===== src/hw/rtl/tsg_pkg.sv =====
// Shared constants and types for the trilinear stencil generator.
package tsg_pkg;

   localparam int FRACTION_BITS_DEF = 16;
   localparam int AXIS_BITS_DEF     = 16;
   localparam int POS_BITS          = 32;
   localparam int ID_BITS           = 48;
   localparam int ID_HALF           = 24;
   localparam int NUM_AXES          = 3;
   localparam int NUM_CORNERS       = 8;
   localparam int CSR_INDEX_BITS    = 3;
   localparam int JOB_DEPTH         = 2;
   localparam int OUT_DEPTH         = 4;
   localparam int OUT_CNT_BITS      = $clog2(OUT_DEPTH + 1);

   typedef enum logic [CSR_INDEX_BITS-1:0] {
      REG_X_FIRST = 3'd0,
      REG_X_LAST  = 3'd1,
      REG_Y_FIRST = 3'd2,
      REG_Y_LAST  = 3'd3,
      REG_Z_FIRST = 3'd4,
      REG_Z_LAST  = 3'd5
   } csr_reg_type;

   typedef enum logic [2:0] {
      ST_IDLE,
      ST_SPAN,
      ST_ZTERM,
      ST_BASE,
      ST_CORNER,
      ST_OUTSIDE
   } back_state_type;

   typedef struct packed {
      logic pop;
      logic issue_corner;
      logic issue_outside;
   } back_ctl_type;

   typedef struct packed {
      logic full;
      logic empty;
   } fifo_stat_type;

endpackage


===== src/hw/rtl/tsg_front.sv =====
// Front end: extent registers, bounds test and per-axis cell/fraction split.
module tsg_front #(
   parameter int FRACTION_BITS = tsg_pkg::FRACTION_BITS_DEF,
   parameter int AXIS_BITS     = tsg_pkg::AXIS_BITS_DEF
) (
   input  logic                                                 clock,
   input  logic                                                 reset,
   input  logic                                                 req_tvalid,
   output logic                                                 req_tready,
   input  logic [tsg_pkg::NUM_AXES*tsg_pkg::POS_BITS-1:0]       req_tdata,
   input  logic                                                 csr_valid,
   output logic                                                 csr_ready,
   input  logic [tsg_pkg::CSR_INDEX_BITS-1:0]                   csr_index,
   input  logic [AXIS_BITS-1:0]                                 csr_wdata,
   input  logic                                                 job_full,
   output logic                                                 job_push,
   output logic                                                 job_outside,
   output logic [tsg_pkg::NUM_AXES-1:0][AXIS_BITS-1:0]          job_lower,
   output logic [tsg_pkg::NUM_AXES-1:0][FRACTION_BITS:0]        job_frac,
   output logic [tsg_pkg::NUM_AXES-1:0][AXIS_BITS:0]            job_span
);
   import tsg_pkg::*;

   localparam int F  = FRACTION_BITS;
   localparam int A  = AXIS_BITS;
   localparam int CW = ((A + F > POS_BITS) ? A + F : POS_BITS) + 2;

   logic [NUM_AXES-1:0][A-1:0] first_ff;
   logic [NUM_AXES-1:0][A-1:0] last_ff;

   logic signed [CW-1:0] pos_e [NUM_AXES];
   logic signed [CW-1:0] lo_e  [NUM_AXES];
   logic signed [CW-1:0] hi_e  [NUM_AXES];
   logic signed [CW-1:0] off_e [NUM_AXES];
   logic [A:0]           diff  [NUM_AXES];
   logic [NUM_AXES-1:0]  out_axis;

   assign csr_ready = 1'b1;

   always_ff @(posedge clock) begin
      if (reset) begin
         first_ff <= '0;
         last_ff  <= '0;
      end else if (csr_valid) begin
         case (csr_reg_type'(csr_index))
            REG_X_FIRST: first_ff[0] <= csr_wdata;
            REG_X_LAST:  last_ff[0]  <= csr_wdata;
            REG_Y_FIRST: first_ff[1] <= csr_wdata;
            REG_Y_LAST:  last_ff[1]  <= csr_wdata;
            REG_Z_FIRST: first_ff[2] <= csr_wdata;
            REG_Z_LAST:  last_ff[2]  <= csr_wdata;
            default: ;
         endcase
      end
   end

   always_comb begin
      for (int a = 0; a < NUM_AXES; a++) begin
         pos_e[a] = {{(CW-POS_BITS){req_tdata[a*POS_BITS+POS_BITS-1]}},
                     req_tdata[a*POS_BITS +: POS_BITS]};
         lo_e[a]  = {{(CW-A-F){first_ff[a][A-1]}}, first_ff[a], {F{1'b0}}};
         hi_e[a]  = {{(CW-A-F){last_ff[a][A-1]}}, last_ff[a], {F{1'b0}}};
         off_e[a] = pos_e[a] - lo_e[a];
         diff[a]  = {last_ff[a][A-1], last_ff[a]} - {first_ff[a][A-1], first_ff[a]};
         out_axis[a] = diff[a][A] || (pos_e[a] < lo_e[a]) || (pos_e[a] > hi_e[a]);
         job_span[a] = {1'b0, diff[a][A-1:0]} + (A+1)'(1);
         if (diff[a][A-1:0] == '0) begin
            job_lower[a] = '0;
            job_frac[a]  = '0;
         end else if (pos_e[a] == hi_e[a]) begin
            job_lower[a] = diff[a][A-1:0] - A'(1);
            job_frac[a]  = {1'b1, {F{1'b0}}};
         end else begin
            job_lower[a] = off_e[a][F +: A];
            job_frac[a]  = {1'b0, off_e[a][F-1:0]};
         end
      end
   end

   assign job_outside = |out_axis;
   assign req_tready  = !job_full;
   assign job_push    = req_tvalid && !job_full;

endmodule


===== config.mk =====
export PLATFORM = sky130hd
export DESIGN_NAME = tsg_front
export DESIGN_NICKNAME = d
export VERILOG_FILES = /design/src/hw/rtl/tsg_pkg.sv /design/src/hw/rtl/tsg_front.sv
export SDC_FILE = /design/constraint.sdc
export NUM_CORES = 1
export LEC_CHECK = 0
export ABC_AREA = 1
export BUFFER_PORTS_ARGS = -buffer_cell sky130_fd_sc_hd__buf_4
export CAP_MARGIN = 15
export CORE_ASPECT_RATIO = 0.8
export CORE_MARGIN = 4
export CORE_UTILIZATION = 62
export CTS_CLUSTER_DIAMETER = 150
export DETAILED_ROUTE_END_ITERATION = 7
export PLACE_DENSITY = 0.88
export SKIP_LAST_GASP = 1
export SLEW_MARGIN = 30
export SYNTH_ARGS = -nofsm -noshare
export SYNTH_HDL_FRONTEND = slang
export SYNTH_SLANG_ARGS = --single-unit

===== constraint.sdc =====
create_clock -name clock -period 4.3 [get_ports clock]
set_input_delay 0 -clock clock [delete_from_list [all_inputs] [get_ports clock]]
set_output_delay 0 -clock clock [all_outputs]
set_load 0.01 [all_outputs]

==> Yosys cells after proc, flatten, opt, wreduce, memory -nomap -nowiden <==
Cells that the tools add are included.
{ "classes": {"magnitude_cmp": 6, "muxes": 12, "shift": 0, "div": 0, "n_addsub": 12, "multipliers": 0, "eq_ne": 8, "reduce_logical": 19, "n_bitwise": 0} }
{ "ops": {"columns": ["operator", "n"], "rows": [
  ["$mux 17", 6],
  ["$eq 32x32->1", 3],
  ["$gt 32x32->1", 3],
  ["$lt 32x32->1", 3],
  ["$mux 16", 6],
  ["$sub 32x32->32", 3],
  ["$add 16x1->17 const B", 3],
  ["$sub 16x16->17", 3],
  ["$logic_not 16->1", 3],
  ["$sub 16x1->16 const B", 3],
  ["$reduce_and 2->1", 6],
  ["$eq 3x2->1 const B", 2],
  ["$eq 3x3->1 const B", 2],
  ["$logic_or 1x1->1", 6],
  ["$eq 3x1->1 const B", 1],
  ["$logic_not 3->1", 1],
  ["$reduce_or 3->1", 1],
  ["$logic_and 1x1->1", 1],
  ["$logic_not 1->1", 1]
]} }
{ "totals": {"ff_bits": 96, "in_bits": 120, "latchBits": 0, "out_inout_bits": 154, "romBits": 0, "mem_count": 0, "elab_cells": 63, "ramBits": 0} }

==> Depth between registers and ports, before layout <==
{ "depth": {"ltp_word": 4, "ltp_mapped": 19, "ltp_nobuf": 18} }

==> Worst setup path after synthesis <==
Ideal clock, no wire load.
{ "synth_path": {"path_kind": "reg-to-output", "from": "register last_ff (netlist bit hi_e[16])", "to": "output job_lower[43] (netlist name)", "path_buffers": 0, "t_required_ns": 4.300, "setup_slack_ns": 1.919, "stages_incl_launch_ff": 17, "arrival_time_ns": 2.381, "path_cell_list": "dfxtp_1 > inv_1 > ha_1 > inv_1 > fa_1 > or2_1 > nand2_2 > inv_2 > nor3_2 > nand3_1 > nor2_1 > nand2_1 > nor2_4 > nand3_1 > nand3_1 > nand2_1 > nor2_1"} }
{ "synth_rtl": {"columns": ["element", "line", "text"], "rows": [
  ["start: declaration", "tsg_front.sv:29", "logic [NUM_AXES-1:0][A-1:0] last_ff;"],
  ["end: declaration", "tsg_front.sv:18", "output logic [tsg_pkg::NUM_AXES-1:0][AXIS_BITS-1:0] job_lower,"]
]} }

==> summary.md <==
The first global-routing pass estimated 77.81 mm of wire. The count of buffers added on input and output ports is 272. At the pin with the least slew margin, the transition time is 0.9676 ns. The die is 174.5 µm wide.

For this design the ratio of total power to cell area is 274.5 nW/µm². The number of placed I/O pins is 274. The number of nets in the final layout was 2,891; the sequential fraction of the synthesis area was 13.98%. CTS saw 96 sinks. After global routing the overflow that remains totals 0.

After clock tree synthesis, the clock-pin slew on the worst setup and hold paths is 0.09 ns. In the synthesized netlist the dominant register cell turns out to be sky130_fd_sc_hd__dfxtp_1. The starting utilization of the core area was 63.39%; the critical path data required time was 4.30 ns. After routing the design area is 16,460 µm². The post-route antenna net violation count was 0; the synthesized netlist cell count was 2,349. The run gives 0 as the number of hold-slack violations in the final timing report.

Entering global routing, the biggest net connects 97 pins. The floorplan step set the die height to 141.2 µm. In this run the most critical hold path is launched from csr_index[1]. The max-slew violation count came out at 0. Final critical path time including I/O delays and setup: 3.797 ns. Setup repair after global routing left no endpoint under its margin. For this run, design rule violations remaining after detail routing come to 0.

The library cell used most frequently in the layout, excluding fill and tap cells, is sky130_fd_sc_hd__nand2_1. The count of antenna diodes in the layout is 0, and the wire length on met2 is 21.77 mm. The initial antenna violation count is 0.

Sorting the synthesized cells by area gives the leading types as sky130_fd_sc_hd__nand2_1, sky130_fd_sc_hd__ha_1, sky130_fd_sc_hd__dfxtp_1. The met1 routed wirelength after detailed routing is 20.22 mm. Yosys printed 0 warnings. The worst setup path is captured at an output pin. In this run the biggest area consumer among cell types represents 15.19% of the synthesized area. In the final routed layout, each cell accounts on average for 17.12 µm. The routed design has 49.88 mm of wire. Number of enable flip-flop cells after synthesis: 0.

Counting flops with an async set or reset pin after synthesis yields a share of 0%. In this run the standard cell core region covers 21,680 µm². Of the cells placed in the final design, the portion with a size suffix greater than 1 is 14.31%. The data arrival time of the critical path was 3.80 ns.

After detailed routing, the met3 layer carries 5.848 mm of wire. The run gives 50 as the count of distinct cell types in the synthesized netlist. The combined global-route utilization of all metal layers was 38.39%; the post-synth design cell area was 13,740 µm².

In this run the top signal layer used is met4. Across all hold checks on the routed design, the worst slack comes to 0.05820 ns. In this run the core area contains 48 standard-cell rows. The tree is rooted in a sky130_fd_sc_hd__clkbuf_16. In this run the critical register-to-register path is launched from hi_e[64]. In this run the post-CTS setup repair buffer count came out at 0. No sink is reached through more buffers than the 2 on the longest clock path. The die covers 24,630 µm². Final-layout setup total negative slack: 0 ns. By startpoint and endpoint, the worst setup path is classified as flop to output pin.

For the total of max-cap violations, the log shows 0. Across the routed clock network, the largest skew measured is 0 ns. The beginning of the critical path was first_ff[32].

The top cell types in the final layout, fill and taps aside, are sky130_fd_sc_hd__nand2_1, sky130_fd_sc_hd__inv_1, sky130_fd_sc_hd__nor2_1. The tools report the leakage component of the power as 0.008746 µW. The class of the most critical hold timing path was input port to flop. Across all layers, the routed design uses 16,834 vias. TritonCTS built the clock tree. The number of global-route vias before repair is 15,704, and the average vias per placed instance is 5.777. For the global placer's final weighted congestion, the log shows 1.009. The most area-hungry cell type in the Yosys netlist is sky130_fd_sc_hd__nand2_1.

The number of nets handed over by synthesis was 2,631. The placed instances occupy a cell area of 15,970 µm². Dividing the final minimum period by the clock period gives 88.31%. In this run, the number of DRC markers left after iteration 0 of detailed routing was 1,754. Based on the critical path, the design can be clocked at up to 263.3 MHz. The run finished with clean final reports. Setup violations remaining at the end of the flow were counted as 0. The tools report the number of CTS-inserted buffers as 9. The worst slew margin relative to its limit came out at 35.42%. The half-perimeter wire length of the detailed placement result came out at 40.82 mm. The area added between synthesis and finish is 19.74%, and the maximum level of the CTS H-tree is 3. In this run, synthesis produced a sequential element count of 96. The maximum vdd ir drop was 0.2208 mV.

The mean instance size in the synthesized netlist was 5.851 µm². The first detailed-routing pass ran for 6 iterations. Type of element launching the critical path: a flop. Latest clock arrival within the worst-skew pair: 0.38 ns. The critical-path maximum fanout is 22.
==> where the power goes <==
group	internal [µW]	switching (µW)
clock	424	434
sequential	920	16.2
combinational	980	1740
total	2320	2190
==> kinds of logic (layout without fill, tap and decap cells) <==
logic type,Yosys count,after routing,synth area share [%]
buf+inv,464,729,13.07
simple gates,1233,1233,39.27
compound gates,326,326,14.25
other cells,1,1,0.02729
flops,96,96,13.98
fa+ha+maj,162,162,15.08
xor+xnor,67,67,4.324
==> worst max-delay path, cell delays in order (launching register included) <==
cell                      delay [ns]
sky130_fd_sc_hd__dfxtp_1        0.40
sky130_fd_sc_hd__ha_1           0.17
sky130_fd_sc_hd__inv_1          0.07
sky130_fd_sc_hd__fa_1           0.47
sky130_fd_sc_hd__nand3_1        0.16
sky130_fd_sc_hd__nand3_1        0.19
sky130_fd_sc_hd__nand2_1        0.14
sky130_fd_sc_hd__nand2_1        0.08
sky130_fd_sc_hd__nand2_1        0.10
sky130_fd_sc_hd__nand2_1        0.07
sky130_fd_sc_hd__nand2_1        0.06
sky130_fd_sc_hd__nand2_1        0.15
sky130_fd_sc_hd__nor2_1         0.13
sky130_fd_sc_hd__nand3_1        0.10
sky130_fd_sc_hd__nor2_2         0.71
sky130_fd_sc_hd__inv_1          0.13
sky130_fd_sc_hd__nand2_1        0.10
sky130_fd_sc_hd__nor2_1         0.05
sky130_fd_sc_hd__buf_4          0.13
==> synth_stat cells, types with 38 or more instances <==
cell	number
sky130_fd_sc_hd__o21ai_0	68
sky130_fd_sc_hd__xor2_1	41
sky130_fd_sc_hd__nand2_1	556
sky130_fd_sc_hd__a21oi_1	131
sky130_fd_sc_hd__nor2_1	327
sky130_fd_sc_hd__inv_1	412
sky130_fd_sc_hd__nand3_1	167
sky130_fd_sc_hd__nand4_1	38
sky130_fd_sc_hd__dfxtp_1	96
sky130_fd_sc_hd__nor3_1	40
sky130_fd_sc_hd__a211oi_1	99
sky130_fd_sc_hd__ha_1	156
==> per-layer routing <==
layer,GRT usage (%),vias to the layer above
li1,-,8135
met1,50.30,7503
met2,62.00,1041
met3,8.204,155
met4,15.16,0
met5,0,-
==> area by class of cell <==
cell class | count | area [µm²]
Timing Repair Buffer | 289 | 2213
Tap cell | 300 | 375.4
Clock buffer | 9 | 225.2
Clock inverter | 7 | 93.84
Sequential cell | 96 | 1922
Multi-Input combinational cell | 1789 | 10030
Inverter | 424 | 1592
Fill cell | 1732 | 5225
==> through the flow <==
| step | instances | total power [µW] | setup WS (ns) | utilization, % |
|---|---|---|---|---|
| after detailed placement | 2882 | 3572 | 0.9646 | 73.65 |
| after floorplan | 2349 | 2656 | 1.919 | - |
| after CTS | 2914 | 4430 | 0.5545 | 75.86 |
| after global placement | 2882 | 3525 | 1.076 | 73.63 |
| final | 2914 | 4517 | 0.5028 | 75.90 |
| after global routing | 2914 | 4798 | 0.1983 | 75.90 |
==> state kept, by name, indices dropped and copies added, names as in the netlist <==
| name | count |
|---|---|
| hi_e | 48 |
| first_ff | 48 |
==> timing repair <==
action,CTS,global route
hold buffers,16,0
resized for setup,0,0
endpoints found under the hold margin,69,0
==> path summary, 6_finish.rpt <==
| kind | slack, ns | to | cells past startpoint |
|---|---|---|---|
| worst min register to register | 0.49 | hi_e[95] | 2 |
| worst max-delay path | 0.50 | job_lower[43] | 18 |
| worst max register to register | 3.46 | hi_e[64] | 2 |
| worst min-delay path | 0.06 | first_ff[16] | 3 |
Power figures use the tool's default switching activity.
