`config.mk`:
```
export PLATFORM = sky130hd
export DESIGN_NAME = tsg_fifo
export DESIGN_NICKNAME = d
export VERILOG_FILES = /design/src/hw/rtl/tsg_pkg.sv /design/src/hw/rtl/tsg_fifo.sv
export SDC_FILE = /design/constraint.sdc
export NUM_CORES = 1
export LEC_CHECK = 0
export ABC_AREA = 1
export ABC_CLOCK_PERIOD_IN_PS = 1800
export BUFFER_PORTS_ARGS = -buffer_cell sky130_fd_sc_hd__buf_4
export CORE_UTILIZATION = 30
export DETAILED_ROUTE_END_ITERATION = 6
export HOLD_SLACK_MARGIN = 0.15
export MAX_ROUTING_LAYER = met4
export PLACE_DENSITY_LB_ADDON = 0.15
export SYNTH_ARGS = -nofsm -noshare
export SYNTH_HDL_FRONTEND = slang
export SYNTH_SLANG_ARGS = --single-unit
```
`constraint.sdc`:
```
create_clock -name clock -period 1.8 [get_ports clock]
set_clock_uncertainty 0.05 [all_clocks]
set_input_delay 0.36 -clock clock [delete_from_list [all_inputs] [get_ports clock]]
set_output_delay 0.36 -clock clock [all_outputs]
set_load 0.01 [all_outputs]
```
`src/hw/rtl/tsg_pkg.sv`:
```
// Shared constants and types for the trilinear stencil generator.
package tsg_pkg;

   localparam int FRACTION_BITS_DEF = 16;
   localparam int AXIS_BITS_DEF     = 16;
   localparam int POS_BITS          = 32;
   localparam int ID_BITS           = 48;
   localparam int ID_HALF           = 24;
   localparam int NUM_AXES          = 3;
   localparam int NUM_CORNERS       = 8;
   localparam int CSR_INDEX_BITS    = 3;
   localparam int JOB_DEPTH         = 2;
   localparam int OUT_DEPTH         = 4;
   localparam int OUT_CNT_BITS      = $clog2(OUT_DEPTH + 1);

   typedef enum logic [CSR_INDEX_BITS-1:0] {
      REG_X_FIRST = 3'd0,
      REG_X_LAST  = 3'd1,
      REG_Y_FIRST = 3'd2,
      REG_Y_LAST  = 3'd3,
      REG_Z_FIRST = 3'd4,
      REG_Z_LAST  = 3'd5
   } csr_reg_type;

   typedef enum logic [2:0] {
      ST_IDLE,
      ST_SPAN,
      ST_ZTERM,
      ST_BASE,
      ST_CORNER,
      ST_OUTSIDE
   } back_state_type;

   typedef struct packed {
      logic pop;
      logic issue_corner;
      logic issue_outside;
   } back_ctl_type;

   typedef struct packed {
      logic full;
      logic empty;
   } fifo_stat_type;

endpackage

```
`src/hw/rtl/tsg_fifo.sv`:
```
// Small register FIFO used for the job queue and the result queue.
module tsg_fifo #(
   parameter int WIDTH = 8,
   parameter int DEPTH = 2
) (
   input  logic                       clock,
   input  logic                       reset,
   input  logic                       push,
   input  logic [WIDTH-1:0]           wdata,
   input  logic                       pop,
   output logic [WIDTH-1:0]           rdata,
   output tsg_pkg::fifo_stat_type     stat,
   output logic [$clog2(DEPTH+1)-1:0] count
);
   import tsg_pkg::*;

   localparam int PW = (DEPTH > 1) ? $clog2(DEPTH) : 1;
   localparam int CW = $clog2(DEPTH + 1);

   logic [WIDTH-1:0] mem_ff [DEPTH];
   logic [PW-1:0]    wr_ptr_ff, wr_ptr_in;
   logic [PW-1:0]    rd_ptr_ff, rd_ptr_in;
   logic [CW-1:0]    count_ff, count_in;
   logic             do_push, do_pop;

   assign do_push = push && !stat.full;
   assign do_pop  = pop && !stat.empty;

   always_comb begin
      wr_ptr_in = wr_ptr_ff;
      rd_ptr_in = rd_ptr_ff;
      count_in  = count_ff;
      if (do_push) begin
         wr_ptr_in = (wr_ptr_ff == PW'(DEPTH - 1)) ? '0 : wr_ptr_ff + PW'(1);
      end
      if (do_pop) begin
         rd_ptr_in = (rd_ptr_ff == PW'(DEPTH - 1)) ? '0 : rd_ptr_ff + PW'(1);
      end
      if (do_push && !do_pop) begin
         count_in = count_ff + CW'(1);
      end else if (do_pop && !do_push) begin
         count_in = count_ff - CW'(1);
      end
   end

   always_ff @(posedge clock) begin
      if (reset) begin
         wr_ptr_ff <= '0;
         rd_ptr_ff <= '0;
         count_ff  <= '0;
      end else begin
         wr_ptr_ff <= wr_ptr_in;
         rd_ptr_ff <= rd_ptr_in;
         count_ff  <= count_in;
      end
   end

   always_ff @(posedge clock) begin
      if (do_push) begin
         mem_ff[wr_ptr_ff] <= wdata;
      end
   end

   assign rdata      = mem_ff[rd_ptr_ff];
   assign stat.empty = (count_ff == '0);
   assign stat.full  = (count_ff == CW'(DEPTH));
   assign count      = count_ff;

endmodule

```
---- Word level (Yosys, flattened, before mapping) ----
Memory sizes are Yosys's and may differ from the RTL's. A register that Yosys moved wholly into a read port is not among the register bits.
Cells that the tools add are included.
W data, S select, Z words.
storage, ports and cells
  flip-flop bits (word level) ............. 4
  bits in writable memories ............... 16
  input bits .............................. 12
  output and inout bits ................... 12
  logic and storage cells ................. 27
  memories kept ........................... 1
operators by class
  add/sub/neg operators ................... 4
  eq/ne operators ......................... 1
  mux-type cells .......................... 8
  reduce and logical (&&, ||, !) cells .... 10
memories
  name    words  bits a word  read ports  clocked after Yosys merged registers in  write ports  RTL line        source
  mem_ff  2      8            1           1                                        1            tsg_fifo.sv:20  logic [WIDTH-1:0] mem_ff [DEPTH];
operator list
  operator               number
  $mux W1                6
  $logic_and A1 B1 Y1    4
  $logic_not A1 Y1       4
  $mux W2                2
  $add A1 B1 Y1 const B  2
  $add A2 B1 Y2 const B  1
  $eq A2 B2 Y1 const B   1
  $logic_not A2 Y1       1
  $reduce_bool A2 Y1     1
  $sub A2 B1 Y2 const B  1

---- Depth between registers and ports, before layout ----
Gate-level depths: netlist (run 1).
  depth in word-level cells ............... 7
  depth in mapped cells ................... 10
  mapped depth without buffers ............ 10

---- Worst setup path before layout (run 1) ----
No wires, ideal clock.
  kind .................................... register -> register
  start ................................... reg count_ff[0] (netlist: count[0])
  end ..................................... mem mem_ff[1][0] (enable)
  library setup time ...................... 370 ps
  arrival time ............................ 1032 ps
  data required time ...................... 1380 ps
  slack ................................... 348 ps
  cell stages (with the launch flop) ...... 3
  buffers on the path ..................... 0
  clock period less this slack ............ 1452 ps
  cell sequence ........................... dfxtp_1 o21ai_2 nor2_1
on the way
  cells in the longest elaborated chain, start to end .. 5
ends and longest elaborated chain
  element                        RTL line        source
  start: declaration             tsg_fifo.sv:23  logic [CW-1:0] count_ff, count_in;
  start signal: assignment       tsg_fifo.sv:54  count_ff <= count_in;
  $eq A2 B2 Y1                   tsg_fifo.sv:66  assign stat.full = (count_ff == CW'(DEPTH));
  $logic_not A1 Y1               tsg_fifo.sv:26  assign do_push = push && !stat.full;
  $logic_and A1 B1 Y1            tsg_fifo.sv:26
  $mux W1                        tsg_fifo.sv:59  if (do_push) begin
  $mux W1 (implied by the code)  tsg_fifo.sv:60  mem_ff[wr_ptr_ff] <= wdata;
  end: declaration               tsg_fifo.sv:20
No other way between the ends.

==> insert_results.sql, run 1 <==
INSERT INTO impl_metrics (metric_group, metric, value, unit) VALUES
('logic_synthesis', 'synth_commonest_cells', '16 x edfxtp_1, 9 x nor2_1, 8 x mux2_2', ''),
('sta', 'tightest_slew', '324', 'ps'),
('pwr', 'design_power_total', '1.40', 'mW'),
('logic_synthesis', 'fraction_of_registers_with_async_set_reset', '0', ''),
('sta', 'max_slew_margin', '0.784', ''),
('critical_path', 'ff2ff_path_depth', '9', ''),
('global_routing', 'grt_max_degree', '13', ''),
('logic_synthesis', 'mappedNetlistNets', '75', ''),
('clocking', 'clk_root_buffer_cell', 'clkbuf_4', ''),
('detailed_routing', 'wl_per_cell', '11.0', 'um'),
('sta', 'report.final.setup_viol', '0', ''),
('clocking', 'cts.hold.buffers_added', '0', ''),
('pwr', 'leakagePower', '0.447', 'nW'),
('logic_synthesis', 'post_synth_main_area_contributors', 'edfxtp_1 58%, dfxtp_1 12%, mux2_2 11%, nor2_1 4.1%, inv_1 3.2%', ''),
('die', 'floorplan.core_area', '2540', 'um^2'),
('die', 'start_util', '0.325', ''),
('critical_path', 'timing.critical_path.to', 'rdata[5]', ''),
('logic_synthesis', 'netlist.area_leader.share', '0.580', ''),
('die', 'core.rowCount', '18', ''),
('status', 'run_status', 'completed', ''),
('place', 'dp_cells', '116', ''),
('place', 'postPlaceCellArea', '1050', 'um^2'),
('die', 'die_w', '54.5', 'um'),
('layout', 'final_cells', '120', ''),
('clocking', 'cts_htree_levels', '1', ''),
('global_routing', 'first_pass_grt_wire_length', '2150', 'um'),
('sta', 'rsz_0062_raised_after_global_routing', 'no', ''),
('clocking', 'clock_slew_at_reported_path_ffs', '110', 'ps'),
('detailed_routing', 'via_count', '519', ''),
('logic_synthesis', 'post_synth.cell_area_avg', '13.4', 'um^2'),
('layout', 'flow.area_growth_from_synthesis', '30.1', '%'),
('layout', 'antenna_cells_inserted', '0', ''),
('detailed_routing', 'detail_route.first_pass.iterations', '2', ''),
('logic_synthesis', 'seq_area_frac_synth', '0.701', ''),
('clocking', 'tritoncts_num_sinks', '21', ''),
('critical_path', 'crit_path_top_delay_cell', 'dfxtp_2', ''),
('die', 'design.portCount', '24', ''),
('die', 'floorplan.die_area', '2980', 'um^2'),
('layout', 'layout.cell_area.non_filler', '1080', 'um^2'),
('clocking', 'clk_path_buf_depth', '2', ''),
('clocking', 'cts_setup_buffers', '0', ''),
('detailed_routing', 'drc_errors', '0', ''),
('pwr', 'ir_worst_vdd', '588', 'uV'),
('sta', 'maxClockFrequency', '594', 'MHz'),
('global_routing', 'global_route.usage.total', '0.112', ''),
('critical_path', 'worst-path-max-fanout', '8', ''),
('logic_synthesis', 'yosysWarningCount', '0', ''),
('pwr', 'pwr_density_cell', '1300', 'nW/um^2'),
('logic_synthesis', 'synth_area_leader_cell', 'edfxtp_1', ''),
('detailed_routing', 'drt_wl_total', '1320', 'um'),
('sta', 'min_period_over_period', '0.936', ''),
('sta', 'final.min_clock_period', '1680', 'ps'),
('place', 'gp_congestion', '0.702', ''),
('logic_synthesis', 'synth_cell_types', '16', ''),
('critical_path', 'setup.reg_to_reg.worst_slack', '280', 'ps'),
('critical_path', 'critical_path.endpoint_type', 'primary output', ''),
('detailed_routing', 'ant_nets', '0', ''),
('detailed_routing', 'route.detailed.vias_per_inst', '4.33', ''),
('critical_path', 'r2r-end', 'count[1]', ''),
('sta', 'final.setup.worst_slack', '115', 'ps'),
('critical_path', 'worst-endpoint-required', '1390', 'ps'),
('layout', 'final_core_util', '0.423', ''),
('logic_synthesis', 'synth_enable_flop_cells', '16', ''),
('layout', 'nets', '104', ''),
('critical_path', 'critical_path.startpoint_type', 'flop', ''),
('sta', 'tns', '0', 'ps'),
('place', 'dp_hpwl', '959', 'um'),
('die', 'die_h', '54.5', 'um'),
('logic_synthesis', 'mappedNetlistArea', '828', 'um^2'),
('critical_path', 'r2r_start', 'count[1]', ''),
('logic_synthesis', 'flop_and_latch_count_out_of_synthesis', '21', '');
==> power by group <==
part	total, mW	internal [mW]	leakage, nW	switching [mW]
clock	0.217	0.0827	0.0177	0.134
combinational	0.493	0.262	0.238	0.231
sequential	0.694	0.620	0.191	0.0744
==> worst max-delay path: cells and delay by family, from the launching register on <==
family | cells | cell delay, ps
multiplexers | 1 | 370
flip-flops | 1 | 460
buffers and inverters | 1 | 140
==> layer usage <==
metal / up-vias / part of all wire / global-route usage / wire length [um]
li1: 269 / - / - / -
met4: 0 / 0.0098 / 0.0385 / 13
met3: 2 / 0.048 / 0.0500 / 64
met2: 12 / 0.53 / 0.195 / 695
met1: 236 / 0.42 / 0.110 / 549
met5: - / 0 / - / 0
==> sequential cells by signal, summed over array words and instances (netlist names), named ones only <==
register	count
count	2
mem_ff	16
rd_ptr_ff	1
wr_ptr_ff	1
==> what timing repair did <==
item / in CTS / in global routing
endpoints found under the hold margin: 0 / 0
gates resized for setup: 1 / 0
setup endpoints to repair: 8 / 0
==> layout make-up <==
cell class / instances / area, um^2
Clock inverter: 1 / 5.00
Timing Repair Buffer: 25 / 188
Tap cell: 30 / 37.5
Clock buffer: 3 / 22.5
Inverter: 9 / 33.8
Sequential cell: 21 / 582
Fill cell: 251 / 1470
Multi-Input combinational cell: 31 / 209
==> layout by cell type, fill, tap and decap left out <==
master	synthesis	final
inv_2	2	2
nand4_1	1	1
mux2_2	8	8
o21ai_2	2	2
o21ai_0	2	2
clkbuf_4	0	3
buf_4	0	25
dfxtp_2	0	1
o21ai_1	1	1
clkinv_2	0	1
a21oi_1	1	1
edfxtp_1	16	16
nand2_1	4	4
dfxtp_1	5	4
nand3_1	1	1
ha_1	1	1
nor2_1	9	9
and2_4	1	1
inv_1	7	7
==> how the worst min path moves through the flow <==
stage,to,depth (start not counted),slack [ps]
finish,mem_ff[0][2],1,190
global route,mem_ff[0][1],1,160
CTS,mem_ff[1][1],1,170
detailed placement,wr_ptr_ff,2,460
global placement,wr_ptr_ff,2,450
floorplan,mem_ff[0][0],0,410
==> kinds of logic (layout without fill, tap and decap cells) <==
kind of cell             Yosys count  count (layout)  synth area share
adder cells (fa/ha/maj)            1               1            0.0151
multiplexers                       8               8             0.109
buffers and inverters             10              38            0.0468
AO/OA/AOI/OAI                      6               6            0.0453
AND/OR/NAND/NOR                   16              16            0.0831
flip-flops                        21              21             0.701
No activity file was read; power rests on OpenSTA's default activity.
==> run 2, diff against run 1 <==
- RECOVER_POWER: unset -> 100
==> insert_results.sql, run 2 (synthesized netlist as in run 1, its figures left out) <==
INSERT INTO impl_metrics (metric_group, metric, value, unit) VALUES
('status', 'run_status', 'completed', ''),
('global_routing', 'global_route.usage.total', '0.112', ''),
('die', 'start_util', '0.325', ''),
('critical_path', 'critical_path.startpoint_type', 'flop', ''),
('die', 'core.rowCount', '18', ''),
('clocking', 'clock_latency', '290', 'ps'),
('sta', 'tightest_slew', '509', 'ps'),
('layout', 'nets', '104', ''),
('detailed_routing', 'route.detailed.vias_per_inst', '4.36', ''),
('critical_path', 'crit_path_top_delay_cell', 'dfxtp_2', ''),
('detailed_routing', 'detail_route.first_pass.iterations', '2', ''),
('global_routing', 'first_global_vias', '507', ''),
('pwr', 'leakagePower', '0.392', 'nW'),
('sta', 'hold-worst-slack', '212', 'ps'),
('critical_path', 'r2r_start', 'count[0]', ''),
('sta', 'max_slew_margin', '0.661', ''),
('min_path', 'hold_crit_endpoint', 'mem_ff[0][2]', ''),
('global_routing', 'first_pass_grt_wire_length', '2150', 'um'),
('critical_path', 'critPathTopFamily', 'flip-flops', ''),
('die', 'die_h', '54.5', 'um'),
('critical_path', 'cp.buffers_inverters', '1', ''),
('clocking', 'cts.hold.buffers_added', '0', ''),
('critical_path', 'timing_worst_setup_path_type', 'flop to primary output', ''),
('layout', 'sequential_cell_area', '582', 'um^2'),
('sta', 'min_period_over_period', '0.928', ''),
('sta', 'report.final.setup_viol', '0', ''),
('layout', 'multi_input_comb_area', '205', 'um^2'),
('global_routing', 'antenna_violations_before_repair', '0', ''),
('layout', 'post_route_cells_drive_above_1_share', '0.311', ''),
('layout', 'fill_cell_total_of_the_finished_layout', '260', ''),
('die', 'design.portCount', '24', ''),
('critical_path', 'r2r-end', 'mem_ff[1][3]', ''),
('clocking', 'tritoncts.num_buffers', '3', ''),
('global_routing', 'globalRouteOverflowTotal', '0', ''),
('clocking', 'clock_slew_at_reported_path_ffs', '120', 'ps'),
('layout', 'antenna_cells_inserted', '0', ''),
('critical_path', 'critPathArrivalTime', '1260', 'ps'),
('critical_path', 'worst-path-max-fanout', '8', ''),
('min_path', 'worstHoldStart', 'wdata[2]', ''),
('detailed_routing', 'wl_per_cell', '11.1', 'um'),
('critical_path', 'worst-endpoint-required', '1390', 'ps'),
('layout', 'final_core_util', '0.400', ''),
('clocking', 'cts_htree_levels', '1', ''),
('clocking', 'cts_tree', 'yes', ''),
('sta', 'final.min_clock_period', '1670', 'ps'),
('min_path', 'min_delay_path_depth', '1', ''),
('pwr', 'design_power_total', '1.31', 'mW'),
('die', 'floorplan.core_area', '2540', 'um^2'),
('critical_path', 'crit_path_cell_trace', 'mux2_2, clkbuf_1', ''),
('pwr', 'pwr_density_cell', '1290', 'nW/um^2'),
('place', 'placement.io_buffers', '23', ''),
('critical_path', 'setup.reg_to_reg.worst_slack', '250', 'ps'),
('die', 'die_w', '54.5', 'um'),
('sta', 'number_of_hold_violations_in_the_final_report', '0', ''),
('detailed_routing', 'drt_wl_total', '1340', 'um'),
('clocking', 'tritoncts_num_sinks', '21', ''),
('layout', 'regMostFlops', 'mem_ff', ''),
('die', 'floorplan.die_area', '2980', 'um^2'),
('sta', 'maxClockFrequency', '599', 'MHz'),
('pwr', 'ir_worst_vdd', '579', 'uV'),
('critical_path', 'ff2ff_path_depth', '3', ''),
('critical_path', 'critical_path.endpoint_type', 'primary output', ''),
('clocking', 'clk_path_buf_depth', '2', ''),
('global_routing', 'grt_max_degree', '13', ''),
('detailed_routing', 'drc_errors', '0', ''),
('layout', 'flow.area_growth_from_synthesis', '23.0', '%'),
('layout', 'largest_reg_flops', '16', ''),
('sta', 'timing_max_transition_violations_final', '0', ''),
('critical_path', 'max_stage_delay', '460', 'ps'),
('flow_run', 'max_cap_check_violation_count', '0', ''),
('detailed_routing', 'via_count', '523', ''),
('place', 'gp_congestion', '0.702', ''),
('sta', 'tns', '0', 'ps'),
('detailed_routing', 'drt-initial-drc-count', '3', ''),
('sta', 'rsz_0062_raised_after_global_routing', 'no', ''),
('detailed_routing', 'ant_nets', '0', ''),
('layout', 'final_cell_mix', '16 x edfxtp_1, 14 x clkbuf_1, 10 x clkbuf_4, 9 x nor2_1, 8 x mux2_2', ''),
('clocking', 'clk_root_buffer_cell', 'clkbuf_4', ''),
('place', 'dp_hpwl', '959', 'um'),
('layout', 'mostFrequentLayoutCell', 'edfxtp_1', ''),
('min_path', 'holdCritPathClass', 'input port to flop', '');
-- run 2: changes by cell type in the layout (fill, tap and decap cells not counted), moves of 2 or more --
cell	before	now
buf_4	25	3
clkbuf_1	0	14
clkbuf_4	3	10
o21ai_0	2	4
-- run 2: power breakdown --
group	total, mW	leakage [nW]	internal [mW]	switching (mW)
Sequential	0.689	0.191	0.620	0.0690
Combinational	0.407	0.183	0.177	0.230
Clock	0.218	0.0177	0.0827	0.135
Total	1.31	0.392	0.880	0.434
-- run 2: worst register-to-register path: stages (launching register included) --
cell,delay [ps]
dfxtp_1,500
o21ai_2,140
nor2_1,90
clkbuf_1,410
-- run 2: worst max path at each step --
stage / startpoint / endpoint / slack, ps / cells past startpoint
after floorplan: count[0] / mem_ff[1][0] / 350 / 2
after global placement: flop / rdata[1] / 310 / 2
after detailed placement: count[1] / count[1] / 290 / 9
after CTS: flop / rdata[5] / 80 / 2
after global routing: flop / rdata[6] / 50 / 2
final: flop / rdata[5] / 130 / 2
-- run 2: metal layers --
| metal | track usage | share of wire | vias to the layer above |
|---|---|---|---|
| li1 | - | - | 269 |
| met4 | 0.0385 | 0.0097 | 0 |
| met5 | - | 0 | - |
| met2 | 0.195 | 0.52 | 12 |
| met3 | 0.0500 | 0.051 | 2 |
| met1 | 0.110 | 0.42 | 240 |
-- run 2: area by class of cell --
class                      instances  share of cell area
clock buffer                       3              0.0221
clock inverter                     1             0.00491
inverter                           9              0.0332
multi-input combinational         31               0.201
sequential                        21               0.571
tap                               30              0.0369
timing repair buffer              25               0.130
-- run 2: per-stage QoR --
stage	setup WS [ps]	area, um^2	std cells
floorplan	348	828	62
global placement	308	1050	116
detailed placement	294	1050	116
CTS	79.0	1080	120
global route	50.6	1020	120
finish	130	1020	120
-- run 2: what timing repair did --
item,CTS,global route
setup endpoints to repair,8,0
buffers inserted,0,0
resized for setup,1,0
==> run 3, diff against run 2 <==
- CAP_MARGIN: unset -> 5
- CORE_UTILIZATION: 30 -> 37
==> insert_results.sql, run 3 (synthesized netlist as in run 1, its figures left out) <==
INSERT INTO impl_metrics (metric_group, metric, value, unit) VALUES
('status', 'run_status', 'completed', ''),
('min_path', 'holdCritPathClass', 'input port to flop', ''),
('die', 'die_w', '49.3', 'um'),
('clocking', 'cts_tree', 'yes', ''),
('sta', 'min_period_over_period', '0.923', ''),
('detailed_routing', 'detail_route.first_pass.iterations', '4', ''),
('global_routing', 'first_global_vias', '459', ''),
('clocking', 'clk_root_buffer_cell', 'clkbuf_4', ''),
('die', 'floorplan.die_area', '2430', 'um^2'),
('critical_path', 'critical_path.startpoint_type', 'flop', ''),
('die', 'die_h', '49.3', 'um'),
('clocking', 'tritoncts.num_buffers', '3', ''),
('place', 'gp_congestion', '0.648', ''),
('critical_path', 'cp.buffers_inverters', '1', ''),
('detailed_routing', 'route.detailed.vias_per_inst', '4.39', ''),
('global_routing', 'grt_most_used_layer', 'met2', ''),
('clocking', 'post_cts.resized_instances', '1', ''),
('layout', 'regMostFlops', 'mem_ff', ''),
('critical_path', 'worst-path-max-fanout', '8', ''),
('global_routing', 'first_pass_grt_wire_length', '2180', 'um'),
('layout', 'post_route_cells_drive_above_1_share', '0.300', ''),
('sta', 'max_slew_margin', '0.666', ''),
('detailed_routing', 'wl_per_cell', '10.8', 'um'),
('sta', 'rsz_0062_raised_after_global_routing', 'no', ''),
('global_routing', 'grt_util_met2', '0.178', ''),
('critical_path', 'timing_worst_setup_path_type', 'flop to primary output', ''),
('global_routing', 'global_route.usage.total', '0.128', ''),
('detailed_routing', 'drt-initial-drc-count', '7', ''),
('layout', 'largest_reg_flops', '16', ''),
('detailed_routing', 'drt_wl_total', '1270', 'um'),
('clocking', 'clock_latency', '290', 'ps'),
('place', 'postPlaceCellArea', '1040', 'um^2'),
('critical_path', 'worst-endpoint-required', '1390', 'ps'),
('clocking', 'clock_slew_at_reported_path_ffs', '110', 'ps'),
('flow_run', 'max_cap_check_violation_count', '0', ''),
('clocking', 'cts_htree_levels', '1', ''),
('global_routing', 'grt_max_degree', '13', ''),
('layout', 'mostFrequentLayoutCell', 'edfxtp_1', ''),
('global_routing', 'antenna_violations_before_repair', '0', ''),
('detailed_routing', 'ant_nets', '0', ''),
('critical_path', 'max_stage_delay', '460', 'ps'),
('sta', 'report.final.setup_viol', '0', ''),
('die', 'floorplan.core_area', '2040', 'um^2'),
('critical_path', 'crit_path_top_delay_cell', 'dfxtp_2', ''),
('critical_path', 'critical_path.endpoint_type', 'primary output', ''),
('clocking', 'cts.hold.buffers_added', '0', ''),
('layout', 'antenna_cells_inserted', '0', ''),
('layout', 'final_cell_mix', '16 x edfxtp_1, 14 x clkbuf_1, 10 x clkbuf_4, 9 x nor2_1', ''),
('sta', 'tns', '0', 'ps'),
('detailed_routing', 'drc_errors', '0', ''),
('sta', 'hold-worst-slack', '215', 'ps'),
('clocking', 'tritoncts_num_sinks', '21', ''),
('layout', 'nets', '104', ''),
('layout', 'final_core_util', '0.496', ''),
('pwr', 'leakagePower', '0.391', 'nW'),
('pwr', 'pwr_density_cell', '1290', 'nW/um^2'),
('critical_path', 'critPathArrivalTime', '1250', 'ps'),
('sta', 'tightest_slew', '501', 'ps'),
('pwr', 'ir_worst_vdd', '730', 'uV'),
('critical_path', 'crit_path_cell_trace', 'mux2_2, clkbuf_1', ''),
('sta', 'number_of_hold_violations_in_the_final_report', '0', ''),
('sta', 'timing_max_transition_violations_final', '0', ''),
('die', 'start_util', '0.406', ''),
('place', 'placement.io_buffers', '23', ''),
('die', 'design.portCount', '24', ''),
('layout', 'layout.cell_area.non_filler', '1010', 'um^2'),
('global_routing', 'grt.met3_usage', '0.0280', ''),
('place', 'dp_hpwl', '915', 'um'),
('detailed_routing', 'via_count', '514', ''),
('global_routing', 'grtUsageMet1', '0.170', ''),
('clocking', 'cts_setup_buffers', '0', ''),
('die', 'core.rowCount', '16', ''),
('sta', 'maxClockFrequency', '602', 'MHz'),
('sta', 'final.min_clock_period', '1660', 'ps'),
('clocking', 'clk_path_buf_depth', '2', ''),
('layout', 'flow.area_growth_from_synthesis', '22.4', '%'),
('global_routing', 'globalRouteOverflowTotal', '0', ''),
('critical_path', 'critPathTopFamily', 'flip-flops', '');
## run 3: final cells by class
class	count	area, um^2
Clock buffer	3	22.5
Clock inverter	1	5.00
Fill cell	201	1030
Inverter	9	33.8
Multi-Input combinational cell	31	204
Sequential cell	21	582
Tap cell	27	33.8
Timing Repair Buffer	25	133
## run 3: worst register-to-register path, stage by stage (launching register included)
cell      delay, ps
dfxtp_1         520
o21ai_2         130
nor2_1           90
clkbuf_1        410
## run 3: per-layer routing
metal,up-vias,share of wire
li1,270,-
met2,15,0.44
met1,227,0.49
met5,-,0
met4,0,0.010
met3,2,0.054
## run 3: power breakdown
group	total (mW)	switching, mW	leakage [nW]	internal, mW
clock	0.217	0.134	0.0177	0.0827
combinational	0.397	0.226	0.182	0.171
sequential	0.689	0.0696	0.191	0.620
## run 3: worst paths after layout
check                  from      endpoint  slack (ps)  depth (start not counted)
hold / removal     wdata[4]  mem_ff[1][4]         220                          1
setup reg to reg   count[0]  mem_ff[1][7]         250                          3
hold reg to reg   wr_ptr_ff     wr_ptr_ff         480                          2
setup / recovery       flop      rdata[3]         140                          2
## run 3: stage by stage
stage	total power, mW	std cells	setup slack [ps]
after floorplan	0.982	62	348
after global placement	1.20	113	316
after detailed placement	1.20	113	298
after CTS	1.42	117	101
after global routing	1.40	117	69.1
final	1.30	117	138
